File: src/hw/rtl/hitc_pkg.sv
// hitc_pkg: shared types, character codes and entity tables of the text cleaner
// no dependencies; imported by the controller, datapath and top level
package hitc_pkg;

  localparam int HOLD_DEPTH  = 5;  // bytes held after an '&'
  localparam int NUM_ENT     = 7;
  localparam int QUEUE_DEPTH = 5;  // work queue: input byte plus replayed bytes
  localparam int CAP_W       = 9;

  localparam logic [CAP_W-1:0] CAP_RESET = 9'd128;

  localparam logic [7:0] CHAR_NUL   = 8'h00;
  localparam logic [7:0] CHAR_SPACE = 8'h20;
  localparam logic [7:0] CHAR_TAB   = 8'h09;
  localparam logic [7:0] CHAR_LF    = 8'h0a;
  localparam logic [7:0] CHAR_VT    = 8'h0b;
  localparam logic [7:0] CHAR_FF    = 8'h0c;
  localparam logic [7:0] CHAR_CR    = 8'h0d;
  localparam logic [7:0] CHAR_AMP   = 8'h26;
  localparam logic [7:0] CHAR_LT    = 8'h3c;
  localparam logic [7:0] CHAR_GT    = 8'h3e;

  // entity names after the '&', unused tail bytes zero
  localparam logic [7:0] ENT_NAME [NUM_ENT][HOLD_DEPTH] = '{
    '{8'h61, 8'h6d, 8'h70, 8'h3b, 8'h00},  // amp;
    '{8'h6c, 8'h74, 8'h3b, 8'h00, 8'h00},  // lt;
    '{8'h67, 8'h74, 8'h3b, 8'h00, 8'h00},  // gt;
    '{8'h71, 8'h75, 8'h6f, 8'h74, 8'h3b},  // quot;
    '{8'h23, 8'h33, 8'h39, 8'h3b, 8'h00},  // #39;
    '{8'h61, 8'h70, 8'h6f, 8'h73, 8'h3b},  // apos;
    '{8'h6e, 8'h62, 8'h73, 8'h70, 8'h3b}   // nbsp;
  };
  localparam logic [2:0] ENT_LEN [NUM_ENT] = '{3'd4, 3'd3, 3'd3, 3'd5, 3'd4, 3'd5, 3'd5};
  // decoded character, zero means whitespace
  localparam logic [7:0] ENT_CHAR [NUM_ENT] = '{
    8'h26, 8'h3c, 8'h3e, 8'h22, 8'h27, 8'h27, 8'h00
  };

  typedef enum logic {
    ST_IDLE,
    ST_RUN
  } ctrl_state_t;

  typedef struct packed {
    logic load;   // take the input beat into the work queue
    logic step;   // one datapath action
    logic flush;  // close the item: staged beat leaves marked last
  } dp_cmd_t;

  typedef struct packed {
    logic busy;      // work left for the current item
    logic out_free;  // output register can take a beat this cycle
  } dp_status_t;

endpackage

File: src/hw/rtl/hitc_if.sv
// hitc_if: valid/ready channel interfaces for raw text beats and cleaned beats
// no dependencies
interface hitc_text_if;
  logic       valid;
  logic       ready;
  logic [7:0] text_byte;
  logic       text_end;

  modport source (output valid, output text_byte, output text_end, input ready);
  modport sink (input valid, input text_byte, input text_end, output ready);
endinterface

interface hitc_clean_if;
  logic       valid;
  logic       ready;
  logic [7:0] clean_byte;
  logic       is_char;
  logic       run_last;

  modport source (output valid, output clean_byte, output is_char, output run_last,
                  input ready);
  modport sink (input valid, input clean_byte, input is_char, input run_last,
                output ready);
endinterface

File: src/hw/rtl/hitc_ctrl.sv
// hitc_ctrl: controller state machine sequencing load, step and flush
// depends on hitc_pkg
module hitc_ctrl (
  input  logic                clk,
  input  logic                rst,
  input  logic                in_valid,
  output logic                in_ready,
  input  hitc_pkg::dp_status_t status,
  output hitc_pkg::dp_cmd_t    cmd
);
  import hitc_pkg::*;

  ctrl_state_t state;
  ctrl_state_t state_next;
  logic        closing;

  assign closing = (state == ST_RUN) && !status.busy && status.out_free;

  always_ff @(posedge clk) begin
    if (rst) begin
      state <= ST_IDLE;
    end else begin
      state <= state_next;
    end
  end

  always_comb begin
    state_next = state;
    case (state)
      ST_IDLE: begin
        if (in_valid) state_next = ST_RUN;
      end
      ST_RUN: begin
        if (closing && !in_valid) state_next = ST_IDLE;
      end
      default: state_next = ST_IDLE;
    endcase
  end

  always_comb begin
    in_ready  = 1'b0;
    cmd       = '0;
    case (state)
      ST_IDLE: begin
        in_ready = 1'b1;
        cmd.load = in_valid;
      end
      ST_RUN: begin
        // next item may enter in the cycle that closes this one
        in_ready  = closing;
        cmd.load  = closing && in_valid;
        cmd.flush = closing;
        cmd.step  = status.busy && status.out_free;
      end
      default: begin
        in_ready = 1'b0;
      end
    endcase
  end

endmodule

File: src/hw/rtl/hitc_datapath.sv
// hitc_datapath: work queue, entity lookahead, text state, staging and output registers
// depends on hitc_pkg
module hitc_datapath (
  input  logic                      clk,
  input  logic                      rst,
  input  hitc_pkg::dp_cmd_t          cmd,
  output hitc_pkg::dp_status_t       status,
  input  logic [7:0]                in_byte,
  input  logic                      in_end,
  input  logic                      cfg_wr_en,
  input  logic [hitc_pkg::CAP_W-1:0] cfg_wr_data,
  input  logic                      out_ready,
  output logic                      out_valid,
  output logic [7:0]                out_byte,
  output logic                      out_char,
  output logic                      out_last
);
  import hitc_pkg::*;

  function automatic logic is_space(input logic [7:0] c);
    return (c == CHAR_SPACE) || (c == CHAR_TAB) || (c == CHAR_LF) ||
           (c == CHAR_CR) || (c == CHAR_FF) || (c == CHAR_VT);
  endfunction

  logic [CAP_W-1:0] cap;
  logic             inside_tag, inside_tag_next;
  logic             space_owed, space_owed_next;
  logic [CAP_W-1:0] count, count_next;
  logic             pending, pending_next;
  logic [7:0]       la [HOLD_DEPTH];
  logic [7:0]       la_next [HOLD_DEPTH];
  logic [2:0]       fill, fill_next;
  logic [7:0]       q [QUEUE_DEPTH];
  logic [7:0]       q_next [QUEUE_DEPTH];
  logic [2:0]       qcnt, qcnt_next;
  logic             end_flag, end_flag_next;
  logic             char_due, char_due_next;
  logic [7:0]       char_hold, char_hold_next;
  logic             stg_valid, stg_valid_next;
  logic [7:0]       stg_byte, stg_byte_next;
  logic             stg_char, stg_char_next;
  logic             out_valid_next;
  logic [7:0]       out_byte_next;
  logic             out_char_next;
  logic             out_last_next;

  assign status.busy     = char_due || (qcnt != 3'd0) || end_flag;
  assign status.out_free = !out_valid || out_ready;

  always_comb begin
    logic       full;
    logic       room2;
    logic       res_en;
    logic [7:0] res_byte;
    logic       res_char;
    logic       vis_req;
    logic [7:0] vis_c;
    logic       ws_req;
    logic [7:0] b;
    logic [7:0] la_new [HOLD_DEPTH];
    logic [2:0] fill_new;
    logic       pref [NUM_ENT];
    logic       hit;
    logic       any_pref;
    logic [7:0] hit_char;
    logic [2:0] idx;

    inside_tag_next = inside_tag;
    space_owed_next = space_owed;
    count_next      = count;
    pending_next    = pending;
    fill_next       = fill;
    qcnt_next       = qcnt;
    end_flag_next   = end_flag;
    char_due_next   = char_due;
    char_hold_next  = char_hold;
    stg_valid_next  = stg_valid;
    stg_byte_next   = stg_byte;
    stg_char_next   = stg_char;
    out_valid_next  = out_valid;
    out_byte_next   = out_byte;
    out_char_next   = out_char;
    out_last_next   = out_last;
    for (int i = 0; i < HOLD_DEPTH; i++) la_next[i] = la[i];
    for (int i = 0; i < QUEUE_DEPTH; i++) q_next[i] = q[i];

    full     = !(({1'b0, count} + 10'd1) < {1'b0, cap});
    room2    = ({1'b0, count} + 10'd2) < {1'b0, cap};
    res_en   = 1'b0;
    res_byte = CHAR_NUL;
    res_char = 1'b0;
    vis_req  = 1'b0;
    vis_c    = CHAR_NUL;
    ws_req   = 1'b0;
    b        = q[0];
    hit      = 1'b0;
    any_pref = 1'b0;
    hit_char = CHAR_NUL;
    idx      = 3'd0;
    fill_new = fill + 3'd1;

    // lookahead with the head byte appended at the fill position
    for (int i = 0; i < HOLD_DEPTH; i++) begin
      la_new[i] = (3'(i) == fill) ? b : la[i];
    end
    for (int e = 0; e < NUM_ENT; e++) begin
      pref[e] = (fill_new <= ENT_LEN[e]);
      for (int j = 0; j < HOLD_DEPTH; j++) begin
        if ((3'(j) < fill_new) && (la_new[j] != ENT_NAME[e][j])) pref[e] = 1'b0;
      end
    end
    for (int e = 0; e < NUM_ENT; e++) begin
      if (pref[e]) any_pref = 1'b1;
      if (!hit && pref[e] && (fill_new == ENT_LEN[e])) begin
        hit      = 1'b1;
        hit_char = ENT_CHAR[e];
      end
    end

    if (cmd.step) begin
      if (char_due) begin
        // second half of a space-then-character pair, room already checked
        res_en        = 1'b1;
        res_byte      = char_hold;
        res_char      = 1'b1;
        count_next    = count + 9'd1;
        char_due_next = 1'b0;
      end else if (qcnt != 3'd0) begin
        for (int i = 0; i < QUEUE_DEPTH - 1; i++) q_next[i] = q[i+1];
        qcnt_next = qcnt - 3'd1;
        if (!full) begin
          if (pending) begin
            if (hit) begin
              pending_next = 1'b0;
              fill_next    = 3'd0;
              if (hit_char == CHAR_NUL) begin
                ws_req = 1'b1;
              end else begin
                vis_req = 1'b1;
                vis_c   = hit_char;
              end
            end else if (any_pref) begin
              for (int i = 0; i < HOLD_DEPTH; i++) la_next[i] = la_new[i];
              fill_next = fill_new;
            end else begin
              // failed entity: held bytes go in front of the rest of the queue
              for (int i = 0; i < QUEUE_DEPTH; i++) begin
                if (3'(i) < fill_new) begin
                  q_next[i] = la_new[i];
                end else begin
                  idx = 3'(i) - fill_new + 3'd1;
                  q_next[i] = (idx < 3'(QUEUE_DEPTH)) ? q[idx] : CHAR_NUL;
                end
              end
              qcnt_next    = fill_new + qcnt - 3'd1;
              pending_next = 1'b0;
              fill_next    = 3'd0;
              vis_req      = 1'b1;
              vis_c        = CHAR_AMP;
            end
          end else if (inside_tag) begin
            if (b == CHAR_GT) inside_tag_next = 1'b0;
          end else if (b == CHAR_LT) begin
            inside_tag_next = 1'b1;
          end else if (b == CHAR_AMP) begin
            pending_next = 1'b1;
            fill_next    = 3'd0;
          end else if (is_space(b)) begin
            ws_req = 1'b1;
          end else begin
            vis_req = 1'b1;
            vis_c   = b;
          end
        end
      end else if (end_flag && pending) begin
        // text ended inside an entity
        for (int i = 0; i < QUEUE_DEPTH; i++) q_next[i] = la[i];
        qcnt_next    = fill;
        pending_next = 1'b0;
        fill_next    = 3'd0;
        vis_req      = 1'b1;
        vis_c        = CHAR_AMP;
      end else if (end_flag) begin
        res_en          = 1'b1;
        res_byte        = CHAR_NUL;
        res_char        = 1'b0;
        end_flag_next   = 1'b0;
        inside_tag_next = 1'b0;
        space_owed_next = 1'b0;
        count_next      = '0;
        pending_next    = 1'b0;
        fill_next       = 3'd0;
      end
    end

    if (ws_req) space_owed_next = (count != '0);
    if (vis_req) begin
      if (space_owed) begin
        if (room2) begin
          res_en          = 1'b1;
          res_byte        = CHAR_SPACE;
          res_char        = 1'b1;
          count_next      = count + 9'd1;
          space_owed_next = 1'b0;
          char_due_next   = 1'b1;
          char_hold_next  = vis_c;
        end
      end else if (!full) begin
        res_en     = 1'b1;
        res_byte   = vis_c;
        res_char   = 1'b1;
        count_next = count + 9'd1;
      end
    end

    if (cmd.load) begin
      q_next[0]     = in_byte;
      qcnt_next     = 3'd1;
      end_flag_next = in_end;
    end

    // staging holds the newest beat until it is known whether another follows
    if (out_valid && out_ready) out_valid_next = 1'b0;
    if (res_en) begin
      if (stg_valid) begin
        out_valid_next = 1'b1;
        out_byte_next  = stg_byte;
        out_char_next  = stg_char;
        out_last_next  = 1'b0;
      end
      stg_valid_next = 1'b1;
      stg_byte_next  = res_byte;
      stg_char_next  = res_char;
    end
    if (cmd.flush && stg_valid) begin
      out_valid_next = 1'b1;
      out_byte_next  = stg_byte;
      out_char_next  = stg_char;
      out_last_next  = 1'b1;
      stg_valid_next = 1'b0;
    end
  end

  always_ff @(posedge clk) begin
    if (rst) begin
      cap        <= CAP_RESET;
      inside_tag <= 1'b0;
      space_owed <= 1'b0;
      count      <= '0;
      pending    <= 1'b0;
      fill       <= 3'd0;
      qcnt       <= 3'd0;
      end_flag   <= 1'b0;
      char_due   <= 1'b0;
      stg_valid  <= 1'b0;
      out_valid  <= 1'b0;
    end else begin
      if (cfg_wr_en) cap <= cfg_wr_data;
      inside_tag <= inside_tag_next;
      space_owed <= space_owed_next;
      count      <= count_next;
      pending    <= pending_next;
      fill       <= fill_next;
      qcnt       <= qcnt_next;
      end_flag   <= end_flag_next;
      char_due   <= char_due_next;
      stg_valid  <= stg_valid_next;
      out_valid  <= out_valid_next;
    end
  end

  always_ff @(posedge clk) begin
    for (int i = 0; i < HOLD_DEPTH; i++) la[i] <= la_next[i];
    for (int i = 0; i < QUEUE_DEPTH; i++) q[i] <= q_next[i];
    char_hold <= char_hold_next;
    stg_byte  <= stg_byte_next;
    stg_char  <= stg_char_next;
    out_byte  <= out_byte_next;
    out_char  <= out_char_next;
    out_last  <= out_last_next;
  end

endmodule

File: src/hw/rtl/html_inner_text_cleaner.sv
// html_inner_text_cleaner: top level of the streaming tag/entity/whitespace cleaner
// depends on hitc_pkg, hitc_if, hitc_ctrl and hitc_datapath
//
//   channel   dir   beat fields                       notes
//   text      in    text_byte[8], text_end            one raw byte, text_end on last
//   clean     out   clean_byte[8], is_char, run_last  run_last on last beat of an item
//   cfg       in    cfg_wr_en, cfg_wr_data[9]         out_capacity, write-only
//
// a plain byte is loaded and then takes one datapath step; every byte
// in the work queue (input byte or one replayed after a failed entity) costs a
// step, a character behind an emitted space one more, an entity still open at
// text_end one more, the end marker one more
// the last beat of an item sits in the staging register and leaves marked
// run_last in the closing cycle, which can also load the next item
// rst is synchronous, active high; out_capacity resets to 128
// steps wait while the output register holds a beat that is not taken
module html_inner_text_cleaner (
  input  logic                      clk,
  input  logic                      rst,
  hitc_text_if.sink                 text,
  hitc_clean_if.source              clean,
  input  logic                      cfg_wr_en,
  input  logic [hitc_pkg::CAP_W-1:0] cfg_wr_data
);
  import hitc_pkg::*;

  dp_cmd_t    cmd;     // controller to datapath
  dp_status_t status;  // datapath to controller

  // sequencing: load on accept, then one step per cycle unless stalled, then close
  hitc_ctrl u_ctrl (
    .clk      (clk),
    .rst      (rst),
    .in_valid (text.valid),
    .in_ready (text.ready),
    .status   (status),
    .cmd      (cmd)
  );

  // queue, lookahead, text state and the output register feeding clean
  hitc_datapath u_datapath (
    .clk         (clk),
    .rst         (rst),
    .cmd         (cmd),
    .status      (status),
    .in_byte     (text.text_byte),
    .in_end      (text.text_end),
    .cfg_wr_en   (cfg_wr_en),
    .cfg_wr_data (cfg_wr_data),
    .out_ready   (clean.ready),
    .out_valid   (clean.valid),
    .out_byte    (clean.clean_byte),
    .out_char    (clean.is_char),
    .out_last    (clean.run_last)
  );

endmodule
File: src/flat_wrapper.sv
// flat-port wrapper written by rule: the top's interface ports become plain ports
module html_inner_text_cleaner_flat import hitc_pkg::*;
  (clk, rst, cfg_wr_en, cfg_wr_data, text_valid, text_text_byte, text_text_end, text_ready, clean_valid, clean_clean_byte, clean_is_char, clean_run_last, clean_ready);
  hitc_text_if text_i ();
  hitc_clean_if clean_i ();
  input  logic clk;
  input  logic rst;
  input  logic cfg_wr_en;
  input  logic [hitc_pkg::CAP_W-1:0] cfg_wr_data;
  input wire logic [$bits(text_i.valid)-1:0] text_valid;
  input wire logic [$bits(text_i.text_byte)-1:0] text_text_byte;
  input wire logic [$bits(text_i.text_end)-1:0] text_text_end;
  output wire logic [$bits(text_i.ready)-1:0] text_ready;
  output wire logic [$bits(clean_i.valid)-1:0] clean_valid;
  output wire logic [$bits(clean_i.clean_byte)-1:0] clean_clean_byte;
  output wire logic [$bits(clean_i.is_char)-1:0] clean_is_char;
  output wire logic [$bits(clean_i.run_last)-1:0] clean_run_last;
  input wire logic [$bits(clean_i.ready)-1:0] clean_ready;
  assign text_i.valid = text_valid;
  assign text_i.text_byte = text_text_byte;
  assign text_i.text_end = text_text_end;
  assign text_ready = text_i.ready;
  assign clean_valid = clean_i.valid;
  assign clean_clean_byte = clean_i.clean_byte;
  assign clean_is_char = clean_i.is_char;
  assign clean_run_last = clean_i.run_last;
  assign clean_i.ready = clean_ready;
  html_inner_text_cleaner u_core (.clk(clk), .rst(rst), .text(text_i), .clean(clean_i), .cfg_wr_en(cfg_wr_en), .cfg_wr_data(cfg_wr_data));
endmodule
File: config.mk
export PLATFORM = sky130hd
export DESIGN_NAME = html_inner_text_cleaner_flat
export DESIGN_NICKNAME = d
export VERILOG_FILES = /design/src/hw/rtl/hitc_pkg.sv /design/src/hw/rtl/hitc_if.sv /design/src/hw/rtl/hitc_ctrl.sv /design/src/hw/rtl/hitc_datapath.sv /design/src/hw/rtl/html_inner_text_cleaner.sv /design/src/flat_wrapper.sv
export SDC_FILE = /design/constraint.sdc
export NUM_CORES = 1
export LEC_CHECK = 0
export ABC_AREA = 1
export BUFFER_PORTS_ARGS = -buffer_cell sky130_fd_sc_hd__buf_2
export CELL_PAD_IN_SITES_DETAIL_PLACEMENT = 1
export CELL_PAD_IN_SITES_GLOBAL_PLACEMENT = 1
export CORE_MARGIN = 1.5
export CORE_UTILIZATION = 43
export DETAILED_ROUTE_END_ITERATION = 8
export PLACE_DENSITY_LB_ADDON = 0.1
export SLEW_MARGIN = 20
export SYNTH_ARGS = -nofsm -noshare
export SYNTH_HDL_FRONTEND = slang
export SYNTH_HIERARCHICAL = 1
export SYNTH_SLANG_ARGS = --single-unit
File: constraint.sdc
create_clock -name clk -period 6.5 [get_ports clk]
set_clock_uncertainty 0.1 [all_clocks]
set_input_delay 0.65 -clock clk [delete_from_list [all_inputs] [get_ports clk]]
set_output_delay 0.65 -clock clk [all_outputs]
set_load 0.01 [all_outputs]
=== Yosys cells after proc, flatten, opt, wreduce, memory -nomap -nowiden ===
Memory sizes are Yosys's and may differ from the RTL's.
Index checks and enable logic that the tools add are counted.

* Register bits after elaboration: 59
* Latch bits: 0
* Memory bits (writable): 80
* Bits in read-only memories: 0
* Input bits: 23
* Output and inout bits: 12
* Logic and storage cells: 412
* Memories kept: 2

* $add $sub $neg: 17
* $mul: 0
* Divide/modulo/power cells: 0
* Magnitude comparators: 15
* Equality and inequality tests: 47
* Shift operators: 0
* Mux-type cells: 224
* Bitwise gates (word level): 2
* Reduce and logical (&&, ||, !) cells: 86

{| class="wikitable"
|+ Memories
! name !! words !! width !! read ports !! clocked after Yosys merged registers in !! write ports !! line !! RTL
|-
| u_core.u_datapath.la || 5 || 8 || 5 || 0 || 5 || hitc_datapath.sv:30 || <nowiki>logic [7:0] la [HOLD_DEPTH];</nowiki>
|-
| u_core.u_datapath.q || 5 || 8 || 10 || 0 || 5 || hitc_datapath.sv:33 || <nowiki>logic [7:0] q [QUEUE_DEPTH];</nowiki>
|}

{| class="wikitable"
|+ Operators with widths
! kind !! number
|-
| two-way mux 40 bit || 15
|-
| two-way mux 8 bit || 42
|-
| two-way mux 1 bit || 135
|-
| inequality test 8 x 7 -> 1 bit, second input constant || 16
|-
| two-way mux 9 bit || 9
|-
| two-way mux 3 bit || 16
|-
| inequality test 8 x 6 -> 1 bit, second input constant || 6
|-
| logical AND 1 bit || 45
|-
| equality test 8 x 4 -> 1 bit, second input constant || 5
|-
| equality test 8 x 6 -> 1 bit, second input constant || 4
|-
| less-than comparator 10 x 9 -> 1 bit || 2
|-
| adder 3 x 1 -> 3 bit, second input constant || 6
|-
| two-way mux 6 bit || 3
|-
| nonzero test 8 bit || 2
|-
| less-than comparator 3 bit, second input constant || 5
|-
| adder 9 x 1 -> 10 bit, second input constant || 1
|-
| adder 9 x 2 -> 10 bit, second input constant || 1
|-
| nonzero test 2 bit || 5
|-
| adder 9 x 1 -> 9 bit, second input constant || 1
|-
| zero test 1 bit || 9
|-
| AND reduction 3 bit || 3
|-
| nonzero test 3 bit || 3
|-
| nonzero test 9 bit || 1
|-
| zero test 8 bit || 1
|-
| other kinds (29) || 55
|}

=== Logic depth before layout (Yosys ltp) ===
* Word-level depth: 47
* Depth in mapped cells: 28
* Mapped depth without buffers: 24

=== Hierarchy ===
Netlist, hierarchy kept.

{| class="wikitable"
|+ By module, submodules not included
! module !! times used !! cells an instance !! area an instance (µm²) !! seq. area each (µm²)
|-
| hitc_datapath || 1 || 1382 || 10192.3 || 3823.7
|-
| hitc_ctrl || 1 || 10 || 63.8 || 20.0
|}

=== Worst setup path before layout ===
Ideal clock, no wire load.

* Path type: register to register
* Start: register, netlist name u_core/u_datapath/fill[2]
* End: memory u_core.u_datapath.la[0][0], enable pin
* Setup time: 487 ps
* Arrival: 6105 ps
* Required time: 5913 ps
* Path slack: -193 ps
* Cell stages (with the launch flop): 24
* Path buffers: 4
* Clock period less this slack: 6693 ps
* Cells stage by stage: dfxtp_1 inv_4 buf_6 ha_1 buf_2 inv_1 clkbuf_1 clkbuf_1 ha_1 nand2_1 inv_1 nor2_1 inv_1 nor2_1 inv_1 nand3_1 nor2_1 nand4_1 nand2_1 nor2_2 nand3_4 inv_1 nand2_1 nor3_1

{| class="wikitable"
|+ RTL lines
! item !! line
|-
| to (decl) || hitc_datapath.sv:30
|}

==> flow_summary.yaml <==
cts:
  clkSinkCount: 139
  htreeDepth: 4
  holdBufCountCts: 0
  clk_path_buf_depth: 2
  cts_resized: 0
  insertion_delay_ns: 0.45
  cts_setup_buffers: 0
  root_buffer: "clkbuf_16"
  cts_buffers: 17
  clk_pin_slew_worst_paths_ns: 0.07
  cts_tree: "built"
grt:
  grt_pass1_vias: 9780
  antenna_found_initial: 0
  grt_pass1_wl_um: 60700
  grt_max_degree: 53
  grt.overflow.total: 0
  globalRouteTotalUtil: 0.337
die:
  start_util: 0.437
  core_um2: 23500
  die_area_um2: 24800
  ioPinCount: 35
  die_h_um: 157
  die_w_um: 157
  rows: 56
synth:
  synth-seq-cells: 139
  synth_edf_count: 106
  syn_area_per_cell_um2: 7.37
  syn_area_um2: 10300
  synth.distinct_cells: 54
  syn_inst: 1392
  yosys_warnings: 6
  synth_ff_type: "edfxtp_1"
  seq_area_frac_synth: 0.375
  synth-async-reset-ratio: 0
  synth_fp_nets: 1454
sta:
  slew-limit-headroom: 0.418
  finalSetupViolations: 0
  rsz0062_at_grt: "no"
  period_share: 0.871
  hold_violations: 0
  finalCriticalPeriod_ns: 5.66
  tns_ns: 0
  max_freq_mhz: 177
  timing_max_transition_violations_final: 0
  tightestPinTransition_ns: 0.874
finish:
  final_util: 0.478
  nNetsFinal: 1455
  n_antenna_cell: 0
  drive_gt1_frac: 0.123
  syn2layout_area_growth_pct: 9.41
pwr:
  p_sw_uw: 785
  pwr-share-clk: 0.441
  p_comb_frac: 0.145
  cellLeakagePower_nw: 4.84
  switching_share: 0.320
  seq_power_share: 0.414
  cellInternalPower_mw: 1.67
  ir_drop_v: 0.000140
  power.density_nw_per_um2: 219
detailed_routing:
  post_drt_via_cell_ratio: 5.78
  antenna_left: 0
  drc: 0
  firstDrtPassIters: 6
  drt-initial-drc-count: 855
  vias: 9965
  wl_per_cell_um: 23.5
  wl_um: 40600
worst_setup_path:
  path_class: "reg -> reg"
  crit_path_end_kind: "flip-flop"
  arrival_ns: 5.65
  crit_required_ns: 6.48
  cp-start-kind: "flip-flop"
  crit_fanout: 18
run:
  max_cap_violations: 0
placed_design:
  place.gp.congestion: 0.963
  place_hpwl_um: 30600
  placement.io_buffers: 34
status:
  status: "finished, final reports clean"
worst_hold_path:
  hp-class: "reg -> reg"
-- worst paths after layout --
kind	start	to	slack, ns	cells past startpoint
worst max-delay path	u_core/u_datapath/fill[0]	u_core/u_datapath/q[4][4]	0.84	17
worst min register to register	u_core/u_datapath/stg_byte[5]	u_core/u_datapath/out_byte[5]	0.32	0
worst max register to register	u_core/u_datapath/fill[0]	u_core/u_datapath/q[4][4]	0.84	17
worst min-delay path	u_core/u_datapath/stg_byte[5]	u_core/u_datapath/out_byte[5]	0.32	0
-- layout make-up --
type                            count  area (um2)
Multi-Input combinational cell    997        5380
Tap cell                          319         399
Timing Repair Buffer               45         253
Sequential cell                   139        3840
Clock inverter                     15         195
Inverter                          193         727
Clock buffer                       17         425
Fill cell                        3002       12300
-- cells in the mapped netlist (3+ instances only) --
cell type / number / area (um2)
nand2_1: 320 / 1200
inv_1: 176 / 661
o21ai_0: 159 / 796
nor2_1: 107 / 402
edfxtp_1: 106 / 3180
a21oi_1: 78 / 390
nand3_1: 50 / 250
ha_1: 39 / 488
clkbuf_1: 33 / 124
dfxtp_1: 33 / 661
o211ai_1: 27 / 203
o21ai_1: 27 / 135
nand2_2: 21 / 131
o22ai_1: 21 / 131
nor3_1: 17 / 85.1
buf_2: 16 / 80.1
inv_2: 14 / 52.6
nand2_4: 14 / 158
o21ai_2: 12 / 105
xor2_1: 12 / 105
nand4_1: 10 / 62.6
o2111ai_1: 10 / 87.6
nand3_2: 8 / 80.1
nor2_2: 8 / 50.1
a22oi_1: 6 / 45.0
buf_6: 6 / 67.6
a21oi_2: 4 / 35.0
a22o_1: 4 / 35.0
a32o_1: 4 / 40.0
buf_1: 4 / 15.0
nor2_4: 4 / 45.0
a41oi_1: 3 / 26.3
buf_4: 3 / 22.5
nor3_2: 3 / 30.0
nor4_1: 3 / 18.8
o31ai_1: 3 / 22.5
xnor2_1: 3 / 26.3
-- routing by layer --
layer	up-vias	track usage	routed length, um
met3	78	0.0515	2450
met1	4833	0.439	17300
met5	-	0	0
li1	4695	-	-
met4	0	0.126	1480
met2	359	0.564	19400
-- power groups by stage --
stage	Sequential, mW	Clock, mW	Combinational (mW)
2_1_floorplan	1.01	0	0.237
3_3_place_gp	1.03	0	0.341
3_5_place_dp	1.03	0	0.349
4_1_cts	1.01	1.10	0.352
5_1_grt	1.02	1.13	0.390
6_report	1.02	1.08	0.356
-- cell families (layout without fill, tap and decap cells) --
family	Yosys count	after routing	share of synthesized area
DFF	139	139	0.375
buffers and inverters	256	270	0.102
adders and majority gates	39	39	0.0476
AOI/OAI and AO/OA	370	370	0.210
xor gates and xnor gates	15	15	0.0128
and+or+nand+nor	573	573	0.252
-- flip-flops by register name, indices dropped and copies added (netlist names), 3 cells and up --
name	flops
u_core/u_datapath/fill	3
u_core/u_datapath/q	40
u_core/u_datapath/char_hold	8
u_core/u_datapath/count	9
u_core/u_datapath/qcnt	3
u_core/u_datapath/cap	9
u_core/u_datapath/out_byte	8
u_core/u_datapath/la	40
u_core/u_datapath/stg_byte	8
-- critical path, cell delays in order (launching register included) --
cell and delay [ns]:
dfxtp_1 0.67, inv_1 0.25, ha_1 0.64, clkinv_1 0.46, ha_1 0.41, nand2_1 0.10
inv_1 0.06, nor2_1 0.39, inv_1 0.29, a21oi_2 0.26, nor2_1 0.10, nand3_1 0.09
nand2_1 0.06, nor2_2 0.15, nand2_4 0.10, nor2_4 0.46, nor2_2 0.19, nor2_1 0.49
-- per-stage QoR --
stage                     hold WS, ns  area, um2  worst slack (ns)  instances  total power [mW]
final                           0.321      11200             0.836       1725              2.45
after global routing            0.330      11200             0.273       1725              2.53
after CTS                       0.316      11200             0.917       1725              2.47
after detailed placement        0.306      10600             0.968       1693              1.38
after global placement          0.302      10600              1.18       1693              1.37
after floorplan                 0.300      10300              1.03       1392              1.25
-- layout by cell type, fill, tap and decap left out, types with 21 or more instances in the layout --
cell type	n
dfxtp_1	33
inv_1	176
o211ai_1	27
edfxtp_1	106
nand3_1	50
nand2_2	21
o21ai_0	159
o22ai_1	21
nand2_1	320
ha_1	39
o21ai_1	27
a21oi_1	78
buf_2	34
nor2_1	107
Power figures use the tool's default switching activity.
